<file path="src/hw/rtl/circular_free_arc_list_unit_macros.svh">
// Assertion macros for the free arc list engine.
`ifndef CIRCULAR_FREE_ARC_LIST_UNIT_MACROS_SVH
`define CIRCULAR_FREE_ARC_LIST_UNIT_MACROS_SVH
`ifndef SYNTHESIS
// Same-cycle implication check.
`define CFAL_ASSERT_IMP(lbl, clk, rst, ante, cons) \
  lbl: assert property (@(posedge clk) disable iff (rst) (ante) |-> (cons)) \
    else $error("cfal: same-cycle check failed");
// Next-cycle implication check.
`define CFAL_ASSERT_NXT(lbl, clk, rst, ante, cons) \
  lbl: assert property (@(posedge clk) disable iff (rst) (ante) |=> (cons)) \
    else $error("cfal: next-cycle check failed");
`else
`define CFAL_ASSERT_IMP(lbl, clk, rst, ante, cons)
`define CFAL_ASSERT_NXT(lbl, clk, rst, ante, cons)
`endif
`endif

</file>
<file path="src/hw/rtl/cfal_pkg.sv">
// Package with the types, widths and request codes of the free arc list.
`default_nettype none
package cfal_pkg;

  localparam int TURN_BITS    = 16;
  localparam int TURN         = 1 << TURN_BITS;
  localparam int EW           = TURN_BITS + 1;
  localparam int AW           = TURN_BITS + 4;
  localparam int CAPACITY_DEF = 16;

  localparam int KIND_W  = 2;
  localparam int COORD_W = 18;
  localparam int IDX_W   = 4;
  localparam int CNT_W   = 5;
  localparam int GAP_W   = 8;
  localparam int ENT_W   = 17;

  localparam logic [GAP_W-1:0] MIN_GAP_RST = GAP_W'(1);
  localparam logic signed [AW-1:0] TURN_S = AW'(TURN);

  localparam logic [KIND_W-1:0] REQ_RESET = 2'd0;
  localparam logic [KIND_W-1:0] REQ_SUB   = 2'd1;
  localparam logic [KIND_W-1:0] REQ_READ  = 2'd2;

  typedef struct packed {
    logic [KIND_W-1:0]  req_type;
    logic [COORD_W-1:0] arc_start;
    logic [COORD_W-1:0] arc_end;
    logic [IDX_W-1:0]   read_index;
  } req_t;

  typedef struct packed {
    logic [CNT_W-1:0] arc_count;
    logic             overflow;
    logic             entry_valid;
    logic [ENT_W-1:0] entry_low;
    logic [ENT_W-1:0] entry_high;
  } rsp_t;

  typedef struct packed {
    logic idle;
    logic done;
  } eng_stat_t;

  typedef struct packed {
    logic [EW-1:0] lo;
    logic [EW-1:0] hi;
  } arc_t;

endpackage
`default_nettype wire

</file>
<file path="src/hw/rtl/cfal_if.sv">
// Channel interfaces of the free arc list: request, response and configuration.
`default_nettype none
interface cfal_req_if;
  import cfal_pkg::*;
  logic                      valid;
  logic                      ready;
  logic [KIND_W-1:0]         req_type;
  logic signed [COORD_W-1:0] arc_start;
  logic signed [COORD_W-1:0] arc_end;
  logic [IDX_W-1:0]          read_index;
  modport source (output valid, output req_type, output arc_start, output arc_end,
                  output read_index, input ready);
  modport sink (input valid, input req_type, input arc_start, input arc_end,
                input read_index, output ready);
endinterface

interface cfal_rsp_if;
  import cfal_pkg::*;
  logic             valid;
  logic             ready;
  logic [CNT_W-1:0] arc_count;
  logic             overflow;
  logic             entry_valid;
  logic [ENT_W-1:0] entry_low;
  logic [ENT_W-1:0] entry_high;
  modport source (output valid, output arc_count, output overflow, output entry_valid,
                  output entry_low, output entry_high, input ready);
  modport sink (input valid, input arc_count, input overflow, input entry_valid,
                input entry_low, input entry_high, output ready);
endinterface

interface cfal_cfg_if;
  import cfal_pkg::*;
  logic             valid;
  logic             ready;
  logic [GAP_W-1:0] data;
  modport source (output valid, output data, input ready);
  modport sink (input valid, input data, output ready);
endinterface
`default_nettype wire

</file>
<file path="src/hw/rtl/cfal_engine.sv">
// Sequencer, arc table memory and state of the free arc list.
`default_nettype none
`include "circular_free_arc_list_unit_macros.svh"
module cfal_engine #(
  parameter int CAPACITY = cfal_pkg::CAPACITY_DEF
) (
  input  logic                      clk,
  input  logic                      rst,
  input  logic                      start,
  input  cfal_pkg::req_t            item,
  input  logic [cfal_pkg::GAP_W-1:0] min_gap,
  input  logic                      take,
  output cfal_pkg::eng_stat_t       stat,
  output cfal_pkg::rsp_t            result
);
  import cfal_pkg::*;

  localparam int IW = (CAPACITY > 1) ? $clog2(CAPACITY) : 1;
  localparam int CW = $clog2(CAPACITY + 1);
  localparam int XW = CW + IDX_W;

  localparam logic [4:0] S_INIT      = 5'd0;
  localparam logic [4:0] S_IDLE      = 5'd1;
  localparam logic [4:0] S_FOLD      = 5'd2;
  localparam logic [4:0] S_CUT0      = 5'd3;
  localparam logic [4:0] S_CHK0      = 5'd4;
  localparam logic [4:0] S_BS_ISSUE  = 5'd5;
  localparam logic [4:0] S_BS_CMP    = 5'd6;
  localparam logic [4:0] S_PROBE     = 5'd7;
  localparam logic [4:0] S_PROBE2    = 5'd8;
  localparam logic [4:0] S_SWEEP     = 5'd9;
  localparam logic [4:0] S_SWEEP_CHK = 5'd10;
  localparam logic [4:0] S_DROP_MV   = 5'd11;
  localparam logic [4:0] S_ADD_RD    = 5'd12;
  localparam logic [4:0] S_ADD_MV    = 5'd13;
  localparam logic [4:0] S_ADD_PUT   = 5'd14;
  localparam logic [4:0] S_NEXT      = 5'd15;
  localparam logic [4:0] S_READ      = 5'd16;
  localparam logic [4:0] S_DONE      = 5'd17;

  // Clamp a reset bound to one turn.
  function automatic logic [EW-1:0] sat_turn(input logic [COORD_W-1:0] v);
    logic signed [AW-1:0] w;
    w = $signed({{(AW-COORD_W){v[COORD_W-1]}}, v});
    if (w[AW-1]) return '0;
    else if (w > TURN_S) return EW'(TURN);
    else return w[EW-1:0];
  endfunction

  arc_t mem [CAPACITY];
  arc_t rd;
  arc_t wd;
  logic we;
  logic [IW-1:0] wa, ra;

  logic [4:0] state, state_next;
  logic [CW-1:0] count, count_next;
  logic ovf, ovf_next;
  logic [1:0] sp, sp_next;
  logic signed [AW-1:0] a, a_next, b, b_next;
  logic signed [AW-1:0] stk_a [2];
  logic signed [AW-1:0] stk_a_next [2];
  logic signed [AW-1:0] stk_b [2];
  logic signed [AW-1:0] stk_b_next [2];
  logic [CW-1:0] lo, lo_next, hi, hi_next, mid, mid_next;
  logic [CW-1:0] pos, pos_next, i, i_next;
  logic [EW-1:0] d_save, d_save_next;
  logic ev, ev_next;
  logic [EW-1:0] elo, elo_next, ehi, ehi_next;

  logic signed [AW-1:0] rd_lo_s, rd_hi_s, gap_s;
  logic [CW:0] cnt_x, pos_p1, i_p1, i_p2, lo_p1, mid_sum;
  logic [CW-1:0] i_m1, i_m2;
  logic [XW-1:0] idx_x, cnt_xx;
  logic [CW+CNT_W-1:0] cnt_w;

  assign rd_lo_s = $signed({{(AW-EW){1'b0}}, rd.lo});
  assign rd_hi_s = $signed({{(AW-EW){1'b0}}, rd.hi});
  assign gap_s   = $signed({{(AW-GAP_W){1'b0}}, min_gap});
  assign cnt_x   = {1'b0, count};
  assign pos_p1  = {1'b0, pos} + (CW+1)'(1);
  assign i_p1    = {1'b0, i} + (CW+1)'(1);
  assign i_p2    = {1'b0, i} + (CW+1)'(2);
  assign lo_p1   = {1'b0, lo} + (CW+1)'(1);
  assign mid_sum = {1'b0, lo} + {1'b0, hi};
  assign i_m1    = i - CW'(1);
  assign i_m2    = i - CW'(2);
  assign idx_x   = {{CW{1'b0}}, item.read_index};
  assign cnt_xx  = {{IDX_W{1'b0}}, count};
  assign cnt_w   = {{CNT_W{1'b0}}, count};

  always_comb begin
    state_next  = state;
    count_next  = count;
    ovf_next    = ovf;
    sp_next     = sp;
    a_next      = a;
    b_next      = b;
    stk_a_next  = stk_a;
    stk_b_next  = stk_b;
    lo_next     = lo;
    hi_next     = hi;
    mid_next    = mid;
    pos_next    = pos;
    i_next      = i;
    d_save_next = d_save;
    ev_next     = ev;
    elo_next    = elo;
    ehi_next    = ehi;
    we          = 1'b0;
    wa          = pos[IW-1:0];
    wd          = rd;
    ra          = pos[IW-1:0];
    case (state)
      S_INIT: begin
        we         = 1'b1;
        wa         = '0;
        wd.lo      = '0;
        wd.hi      = EW'(TURN);
        state_next = S_IDLE;
      end
      S_IDLE: begin
        if (start) begin
          ev_next  = 1'b0;
          elo_next = '0;
          ehi_next = '0;
          a_next   = $signed({{(AW-COORD_W){item.arc_start[COORD_W-1]}}, item.arc_start});
          b_next   = $signed({{(AW-COORD_W){item.arc_end[COORD_W-1]}}, item.arc_end});
          sp_next  = '0;
          state_next = S_DONE;
          case (item.req_type)
            REQ_RESET: begin
              we         = 1'b1;
              wa         = '0;
              wd.lo      = sat_turn(item.arc_start);
              wd.hi      = sat_turn(item.arc_end);
              count_next = CW'(1);
            end
            REQ_SUB: begin
              if ($signed(item.arc_start) <= $signed(item.arc_end)) state_next = S_FOLD;
            end
            REQ_READ: begin
              if ((idx_x < cnt_xx) && (idx_x < XW'(CAPACITY))) begin
                ra         = idx_x[IW-1:0];
                state_next = S_READ;
              end
            end
            default: state_next = S_DONE;
          endcase
        end
      end
      S_READ: begin
        ev_next    = 1'b1;
        elo_next   = rd.lo;
        ehi_next   = rd.hi;
        state_next = S_DONE;
      end
      S_FOLD: begin
        // One folding rule per cycle; pending pieces wait on a two-deep stack.
        if (a > TURN_S) begin
          a_next = a - TURN_S;
          b_next = b - TURN_S;
        end else if (b[AW-1]) begin
          a_next = a + TURN_S;
          b_next = b + TURN_S;
        end else if (a[AW-1]) begin
          stk_a_next[sp[0]] = a + TURN_S;
          stk_b_next[sp[0]] = TURN_S;
          sp_next = sp + 2'd1;
          a_next  = '0;
        end else if (b > TURN_S) begin
          stk_a_next[sp[0]] = '0;
          stk_b_next[sp[0]] = b - TURN_S;
          sp_next = sp + 2'd1;
          b_next  = TURN_S;
        end else begin
          state_next = S_CUT0;
        end
      end
      S_CUT0: begin
        if (count == '0) begin
          state_next = S_NEXT;
        end else begin
          ra         = '0;
          state_next = S_CHK0;
        end
      end
      S_CHK0: begin
        if (a < rd_lo_s) begin
          pos_next   = '0;
          state_next = S_SWEEP;
        end else begin
          lo_next    = '0;
          hi_next    = count;
          state_next = S_BS_ISSUE;
        end
      end
      S_BS_ISSUE: begin
        if (lo_p1 < {1'b0, hi}) begin
          mid_next   = mid_sum[CW:1];
          ra         = mid_sum[IW:1];
          state_next = S_BS_CMP;
        end else begin
          pos_next   = lo;
          ra         = lo[IW-1:0];
          state_next = S_PROBE;
        end
      end
      S_BS_CMP: begin
        if (rd_lo_s < a) lo_next = mid;
        else hi_next = mid;
        state_next = S_BS_ISSUE;
      end
      S_PROBE: begin
        if (a < rd_hi_s) begin
          if ((a - rd_lo_s) < gap_s) begin
            if (b < rd_hi_s) begin
              we         = 1'b1;
              wd.lo      = b[EW-1:0];
              state_next = S_NEXT;
            end else begin
              i_next = pos;
              if (pos_p1 < cnt_x) begin
                ra         = pos_p1[IW-1:0];
                state_next = S_DROP_MV;
              end else begin
                count_next = count - CW'(1);
                state_next = S_SWEEP;
              end
            end
          end else begin
            we          = 1'b1;
            wd.hi       = a[EW-1:0];
            pos_next    = pos_p1[CW-1:0];
            d_save_next = rd.hi;
            state_next  = S_SWEEP;
            if (b < rd_hi_s) begin
              if (count >= CW'(CAPACITY)) begin
                ovf_next = 1'b1;
              end else begin
                i_next     = count;
                state_next = S_ADD_RD;
              end
            end
          end
        end else if (pos_p1 < cnt_x) begin
          ra         = pos_p1[IW-1:0];
          state_next = S_PROBE2;
        end else begin
          state_next = S_NEXT;
        end
      end
      S_PROBE2: begin
        if (b > rd_lo_s) begin
          pos_next   = pos_p1[CW-1:0];
          state_next = S_SWEEP;
        end else begin
          state_next = S_NEXT;
        end
      end
      S_SWEEP: begin
        if (pos < count) begin
          ra         = pos[IW-1:0];
          state_next = S_SWEEP_CHK;
        end else begin
          state_next = S_NEXT;
        end
      end
      S_SWEEP_CHK: begin
        state_next = S_NEXT;
        if (b > rd_lo_s) begin
          if ((rd_hi_s - b) < gap_s) begin
            i_next = pos;
            if (pos_p1 < cnt_x) begin
              ra         = pos_p1[IW-1:0];
              state_next = S_DROP_MV;
            end else begin
              count_next = count - CW'(1);
              state_next = S_SWEEP;
            end
          end else begin
            we    = 1'b1;
            wd.lo = b[EW-1:0];
          end
        end
      end
      S_DROP_MV: begin
        // Move entry i+1 down while entry i+2 is fetched.
        we     = 1'b1;
        wa     = i[IW-1:0];
        wd     = rd;
        i_next = i_p1[CW-1:0];
        if (i_p2 < cnt_x) begin
          ra = i_p2[IW-1:0];
        end else begin
          count_next = count - CW'(1);
          state_next = S_SWEEP;
        end
      end
      S_ADD_RD: begin
        if (i > pos) begin
          ra         = i_m1[IW-1:0];
          state_next = S_ADD_MV;
        end else begin
          state_next = S_ADD_PUT;
        end
      end
      S_ADD_MV: begin
        we     = 1'b1;
        wa     = i[IW-1:0];
        wd     = rd;
        i_next = i_m1;
        if (i_m1 > pos) ra = i_m2[IW-1:0];
        else state_next = S_ADD_PUT;
      end
      S_ADD_PUT: begin
        we         = 1'b1;
        wd.lo      = b[EW-1:0];
        wd.hi      = d_save;
        count_next = count + CW'(1);
        state_next = S_SWEEP;
      end
      S_NEXT: begin
        if (sp != 2'd0) begin
          a_next     = stk_a[~sp[0]];
          b_next     = stk_b[~sp[0]];
          sp_next    = sp - 2'd1;
          state_next = S_FOLD;
        end else begin
          state_next = S_DONE;
        end
      end
      S_DONE: begin
        if (take) state_next = S_IDLE;
      end
      default: state_next = S_INIT;
    endcase
  end

  always_ff @(posedge clk) begin
    if (we) mem[wa] <= wd;
    rd <= mem[ra];
  end

  always_ff @(posedge clk) begin
    if (rst) begin
      state <= S_INIT;
      count <= CW'(1);
      ovf   <= 1'b0;
      sp    <= '0;
    end else begin
      state <= state_next;
      count <= count_next;
      ovf   <= ovf_next;
      sp    <= sp_next;
    end
  end

  always_ff @(posedge clk) begin
    a      <= a_next;
    b      <= b_next;
    stk_a  <= stk_a_next;
    stk_b  <= stk_b_next;
    lo     <= lo_next;
    hi     <= hi_next;
    mid    <= mid_next;
    pos    <= pos_next;
    i      <= i_next;
    d_save <= d_save_next;
    ev     <= ev_next;
    elo    <= elo_next;
    ehi    <= ehi_next;
  end

  assign stat.idle          = (state == S_IDLE);
  assign stat.done          = (state == S_DONE);
  assign result.arc_count   = cnt_w[CNT_W-1:0];
  assign result.overflow    = ovf;
  assign result.entry_valid = ev;
  assign result.entry_low   = elo;
  assign result.entry_high  = ehi;

  `CFAL_ASSERT_NXT(a_ovf_sticky, clk, rst, ovf, ovf)
  `CFAL_ASSERT_NXT(a_idle_holds, clk, rst, (state == S_IDLE) && !start, $stable(count) && $stable(ovf))
  `CFAL_ASSERT_IMP(a_cnt_bound, clk, rst, state != S_INIT, count <= CW'(CAPACITY))
  `CFAL_ASSERT_IMP(a_stack_depth, clk, rst, state == S_FOLD, sp <= 2'd2)

endmodule
`default_nettype wire

</file>
<file path="src/hw/rtl/circular_free_arc_list_unit.sv">
// Top level of the circular free arc list with its channels and result register.
// The block keeps a sorted table of disjoint free arcs on one turn of 65536 units.
// Requests arrive on req: a reset item loads one arc, a subtract item removes an
// arc (folded onto one turn and split at zero), and a read item returns one entry.
// Every item gives exactly one result item on rsp with the arc count, the sticky
// overflow flag and, for reads, the entry. The min_gap register is written on cfg,
// which is always ready, and must only change while the block is idle.
// A reset item goes straight to its result; a read item first fetches the entry. A
// subtract item runs a fold step per cycle, then for each of up to four pieces a
// binary search over the table (each step one memory read and a compare) and a
// shift of entries at one per cycle. Each arc that a cut deletes costs its own
// shift of the tail through the single read and write port of the arc table.
// One item is worked on at a time and req is not ready meanwhile.
// A finished result sits in an output register, so the next item is taken while
// the receiver stalls; a second finished result then waits inside the engine.
// After reset the table is re-seeded with the full turn in the init state, during which
// req is not ready; the overflow flag clears only on reset.
`default_nettype none
module circular_free_arc_list_unit #(
  parameter int CAPACITY = cfal_pkg::CAPACITY_DEF
) (
  input logic        clk,
  input logic        rst,
  cfal_req_if.sink   req,
  cfal_rsp_if.source rsp,
  cfal_cfg_if.sink   cfg
);
  import cfal_pkg::*;

  logic [GAP_W-1:0] min_gap;
  req_t             item;
  eng_stat_t        stat;
  rsp_t             eng_rsp;
  rsp_t             rsp_data;
  logic             rsp_full;
  logic             start;
  logic             take;

  // The gap register is always open to writes.
  assign cfg.ready = 1'b1;

  always_ff @(posedge clk) begin
    if (rst) begin
      min_gap <= MIN_GAP_RST;
    end else if (cfg.valid && cfg.ready) begin
      min_gap <= cfg.data;
    end
  end

  always_comb begin
    item.req_type   = req.req_type;
    item.arc_start  = req.arc_start;
    item.arc_end    = req.arc_end;
    item.read_index = req.read_index;
  end

  assign req.ready = stat.idle;
  assign start     = req.valid && req.ready;

  // The engine hands over its result whenever the output register is free or
  // is being emptied in this very cycle.
  assign take = stat.done && (!rsp_full || rsp.ready);

  always_ff @(posedge clk) begin
    if (rst) begin
      rsp_full <= 1'b0;
    end else if (take) begin
      rsp_full <= 1'b1;
    end else if (rsp.ready) begin
      rsp_full <= 1'b0;
    end
  end

  always_ff @(posedge clk) begin
    if (take) rsp_data <= eng_rsp;
  end

  assign rsp.valid       = rsp_full;
  assign rsp.arc_count   = rsp_data.arc_count;
  assign rsp.overflow    = rsp_data.overflow;
  assign rsp.entry_valid = rsp_data.entry_valid;
  assign rsp.entry_low   = rsp_data.entry_low;
  assign rsp.entry_high  = rsp_data.entry_high;

  cfal_engine #(
    .CAPACITY(CAPACITY)
  ) u_engine (
    .clk    (clk),
    .rst    (rst),
    .start  (start),
    .item   (item),
    .min_gap(min_gap),
    .take   (take),
    .stat   (stat),
    .result (eng_rsp)
  );

endmodule
`default_nettype wire

</file>
<file path="src/flat_wrapper.sv">
// flat-port wrapper written by rule: the top's interface ports become plain ports
module circular_free_arc_list_unit_flat import cfal_pkg::*;
#(
  parameter int CAPACITY = cfal_pkg::CAPACITY_DEF
)
  (clk, rst, req_valid, req_req_type, req_arc_start, req_arc_end, req_read_index, req_ready, rsp_valid, rsp_arc_count, rsp_overflow, rsp_entry_valid, rsp_entry_low, rsp_entry_high, rsp_ready, cfg_valid, cfg_data, cfg_ready);
  cfal_req_if req_i ();
  cfal_rsp_if rsp_i ();
  cfal_cfg_if cfg_i ();
  input logic clk;
  input logic rst;
  input wire logic [$bits(req_i.valid)-1:0] req_valid;
  input wire logic [$bits(req_i.req_type)-1:0] req_req_type;
  input wire logic [$bits(req_i.arc_start)-1:0] req_arc_start;
  input wire logic [$bits(req_i.arc_end)-1:0] req_arc_end;
  input wire logic [$bits(req_i.read_index)-1:0] req_read_index;
  output wire logic [$bits(req_i.ready)-1:0] req_ready;
  output wire logic [$bits(rsp_i.valid)-1:0] rsp_valid;
  output wire logic [$bits(rsp_i.arc_count)-1:0] rsp_arc_count;
  output wire logic [$bits(rsp_i.overflow)-1:0] rsp_overflow;
  output wire logic [$bits(rsp_i.entry_valid)-1:0] rsp_entry_valid;
  output wire logic [$bits(rsp_i.entry_low)-1:0] rsp_entry_low;
  output wire logic [$bits(rsp_i.entry_high)-1:0] rsp_entry_high;
  input wire logic [$bits(rsp_i.ready)-1:0] rsp_ready;
  input wire logic [$bits(cfg_i.valid)-1:0] cfg_valid;
  input wire logic [$bits(cfg_i.data)-1:0] cfg_data;
  output wire logic [$bits(cfg_i.ready)-1:0] cfg_ready;
  assign req_i.valid = req_valid;
  assign req_i.req_type = req_req_type;
  assign req_i.arc_start = req_arc_start;
  assign req_i.arc_end = req_arc_end;
  assign req_i.read_index = req_read_index;
  assign req_ready = req_i.ready;
  assign rsp_valid = rsp_i.valid;
  assign rsp_arc_count = rsp_i.arc_count;
  assign rsp_overflow = rsp_i.overflow;
  assign rsp_entry_valid = rsp_i.entry_valid;
  assign rsp_entry_low = rsp_i.entry_low;
  assign rsp_entry_high = rsp_i.entry_high;
  assign rsp_i.ready = rsp_ready;
  assign cfg_i.valid = cfg_valid;
  assign cfg_i.data = cfg_data;
  assign cfg_ready = cfg_i.ready;
  circular_free_arc_list_unit #(.CAPACITY(CAPACITY)) u_core (.clk(clk), .rst(rst), .req(req_i), .rsp(rsp_i), .cfg(cfg_i));
endmodule
</file>
<file path="config.mk">
export PLATFORM = sky130hd
export DESIGN_NAME = circular_free_arc_list_unit_flat
export DESIGN_NICKNAME = d
export VERILOG_FILES = /design/src/hw/rtl/cfal_pkg.sv /design/src/hw/rtl/cfal_if.sv /design/src/hw/rtl/cfal_engine.sv /design/src/hw/rtl/circular_free_arc_list_unit.sv /design/src/flat_wrapper.sv
export VERILOG_INCLUDE_DIRS = /design/src /design/src/hw/rtl
export SDC_FILE = /design/constraint.sdc
export NUM_CORES = 1
export LEC_CHECK = 0
export ABC_AREA = 1
export ABC_CLOCK_PERIOD_IN_PS = 7900
export BUFFER_PORTS_ARGS = -buffer_cell sky130_fd_sc_hd__buf_2
export CAP_MARGIN = 20
export CELL_PAD_IN_SITES_DETAIL_PLACEMENT = 1
export CELL_PAD_IN_SITES_GLOBAL_PLACEMENT = 2
export CORE_MARGIN = 2
export CORE_UTILIZATION = 31
export DETAILED_ROUTE_END_ITERATION = 6
export GPL_TIMING_DRIVEN = 0
export PLACE_DENSITY_LB_ADDON = 0.3
export SYNTH_ARGS = -nofsm -noshare
export SYNTH_HDL_FRONTEND = slang
export SYNTH_SLANG_ARGS = --single-unit
</file>
<file path="constraint.sdc">
create_clock -name clk -period 7.9 [get_ports clk]
set_input_delay 1.185 -clock clk [delete_from_list [all_inputs] [get_ports clk]]
set_output_delay 1.185 -clock clk [all_outputs]
set_load 0.01 [all_outputs]
</file>
==> flow_summary.ini <==
[yosys]
synth_area_per_cell_sq_um = 9.42
synth_top_cells_by_area = edfxtp_1, nand2_1, nand3_1
syn_area_sq_mm = 0.0426
ys_async_sr_fraction = 0
synth_nets = 4735
synth-edff-count = 782
yosysTopAreaCellShare = 0.551
yosysTopAreaCell = edfxtp_1
ys_warn_count = 0
synthCells = 4525
ys_ff_latch = 838
synth_most_common_cell = nand2_1
post_synth_num_cell_types = 55
dominantRegCellSynth = edfxtp_1
yosysSeqAreaShare = 0.577
netlist_top_cells_count = nand2_1, edfxtp_1, nand3_1

[placed_design]
post_dp_cell_area_sq_mm = 0.0466
place_congestion = 0.945
dpl.hpwl_mm = 127
port-buffer-count = 95

[global_route]
grt.total_usage = 0.237
grt-ovfl-total = 0
first_global_vias = 35200
grt_max_degree = 36
grt_pass1_wl_mm = 244
grt_antenna_before_repair = 7

[clocking]
path_clk_slew_ns = 0.06
clockBufferDepth = 3
root_buffer = clkbuf_16
cts_tree = yes
hold_buffers = 0
clk_latency_ns = 0.74
cts_resized = 0
cts-buffers-inserted = 94
cts_max_level = 3
post_cts_buffers = 0
clock-sinks = 838

[cells_and_area]
final_area_sq_mm = 0.0499
fin_nets = 5000
seq_area_sq_mm = 0.0246
fill_cells = 15700
drive_above_1_share = 0.104
syn_to_final_growth_pct = 17.0
multi_input_area_sq_mm = 0.0150

[timing]
skew_ns = 0.0507
worst_pin_slew_ns = 1.14
fmax_ghz = 0.146
finalSetupTns_ns = 0
holdWs_ns = 0.418
fin_crit_sh = 0.866
hold_viol = 0
slew_viol_final = 0
grt_setup_unrepaired = false
finalSetupViolCount = 0
fin_crit_ns = 6.84
relSlewSlack = 0.236

[drt]
wl_mm = 168
first_pass_iters = 5
drc = 0
drt_iter0_drc = 2756
viasPerCell = 5.21
wire_per_inst_microns = 25.2
ant_nets = 0
via_count = 34700

[die]
die_y_microns = 375
core_area_sq_mm = 0.137
die_area_sq_mm = 0.140
rows = 136
pin_count = 99
start_util = 0.311
die_w_microns = 375

[power]
p_leak_nw = 20.7
peakVddDrop_v = 0.000212
powerDensity_mw_per_mm2 = 463

[setup_path]
crit_type = flip-flop to flip-flop
cp_slowest_cell = edfxtp_1
cp.buffers_inverters = 3
worstReg2RegEnd = u_core.u_engine.rd[15]
cp_max_fo = 10
ff2ff_path_depth = 25
worstReg2RegStart = u_core.u_engine.b[3]
slowest_delay_ns = 0.68
arrival_ns = 7.37
critical-path-top-delay-family = simple AND/OR/NAND/NOR gates
crit_path_start_kind = flip-flop
end_kind = flip-flop
rrSetupSlack_ns = 1.06
cp.required_ns = 8.43

[run]
cap_violations = 0

[min_path]
hp-start = u_core.u_engine.ehi[8]
hp-class = flip-flop to flip-flop
min_to = u_core.rsp.entry_high[8]
whs_path_depth = 0

[status]
status = finished, final reports clean
==> power by group <==
part	internal, W	leakage [nW]	switching, W
combinational	0.00304	11.5	0.00828
clock	0.00262	1.54	0.00194
sequential	0.00670	7.66	0.000518
total	0.0124	20.7	0.0107
==> layout by cell type, fill, tap and decap left out, types with 9 or more instances in the layout <==
cell,n
inv_1,589
o221ai_1,14
nor3_1,28
clkinv_2,9
clkinvlp_4,9
clkbuf_16,100
buf_4,26
buf_6,34
o21ai_2,14
o21ai_0,120
ha_1,151
buf_1,21
nand4_1,45
o21ai_1,10
nand3_1,696
inv_2,22
a221oi_1,22
nor4_1,22
nand2_1,1135
clkbuf_1,101
buf_8,24
clkinv_1,30
nor2_1,190
nor2_4,11
nor3_2,10
nor2_2,12
a211oi_1,24
buf_2,171
edfxtp_1,782
o211ai_1,14
dfxtp_1,56
xor2_1,29
a21oi_1,115
o22ai_1,95
==> registers in the layout (all words and copies together) (netlist names), 17 cells and up <==
register and flops:
u_core.u_engine.rd 34, u_core.rsp.entry_low 17, u_core.u_engine.ehi 17, u_core.u_engine.a 20, u_core.u_engine.d_save 17, u_core.rsp.entry_high 17
u_core.u_engine.b 20, u_core.u_engine.stk_b 40, u_core.u_engine.stk_a 40, u_core.u_engine.elo 17, u_core.u_engine.mem 544
==> worst reg2reg max path: cells and delay by family (launching register included) <==
family          cells  cell delay (ns)
simple gates       16             2.84
buf+inv             3             1.22
fa+ha+maj           2             0.88
flops               1             0.68
compound gates      3             0.54
xor+xnor            1             0.49
==> logic make-up (layout without fill, tap and decap cells) <==
group / after synthesis / count (layout) / synth area share
and+or+nand+nor: 2176 / 2176 / 0.221
DFF: 838 / 838 / 0.577
buffers and inverters: 825 / 1171 / 0.0775
AOI/OAI and AO/OA: 494 / 494 / 0.0703
adders and majority gates: 155 / 155 / 0.0462
xor gates and xnor gates: 36 / 36 / 0.00740
other: 1 / 3 / 0.0000880
==> routing by layer <==
layer,part of all wire,vias to the layer above,global-route usage
li1,-,16100,-
met3,0.047,283,0.0295
met2,0.46,1007,0.390
met5,0.00013,-,0
met1,0.45,17300,0.319
met4,0.041,4,0.0876
==> layout make-up <==
class	instances	share of cell area
inverters	619	0.0466
plain buffers	206	0.0196
flip-flops and latches	838	0.493
multi-input cells	2862	0.300
diodes	2	0.000100
clock inverters	54	0.0115
clock buffers	123	0.0533
repair buffers	169	0.0305
well taps	1794	0.0450
==> through the flow <==
| step | power, W | util | std cells | worst slack [ns] |
|---|---|---|---|---|
| after floorplan | 0.0132 | - | 4525 | 2.13 |
| after global placement | 0.0178 | 0.331 | 6414 | -2.30 |
| after detailed placement | 0.0185 | 0.340 | 6486 | 1.34 |
| after CTS | 0.0231 | 0.364 | 6663 | 1.29 |
| after global routing | 0.0243 | 0.364 | 6666 | 0.785 |
| final | 0.0231 | 0.364 | 6667 | 1.06 |
==> worst max-delay path by stage <==
stage                         startpoint                         end  slack, ns  depth (start not counted)
global route        u_core.u_engine.b[3]       u_core.u_engine.rd[7]       0.79                         26
global placement    u_core.u_engine.b[3]  u_core.u_engine.mem[12][4]      -2.30                         23
CTS                 u_core.u_engine.b[3]      u_core.u_engine.rd[20]       1.29                         24
finish              u_core.u_engine.b[3]      u_core.u_engine.rd[15]       1.06                         25
detailed placement  u_core.u_engine.b[3]      u_core.u_engine.rd[20]       1.34                         24
floorplan           u_core.u_engine.a[0]   u_core.u_engine.mem[0][0]       2.13                         23
Power figures use the tool's default switching activity.
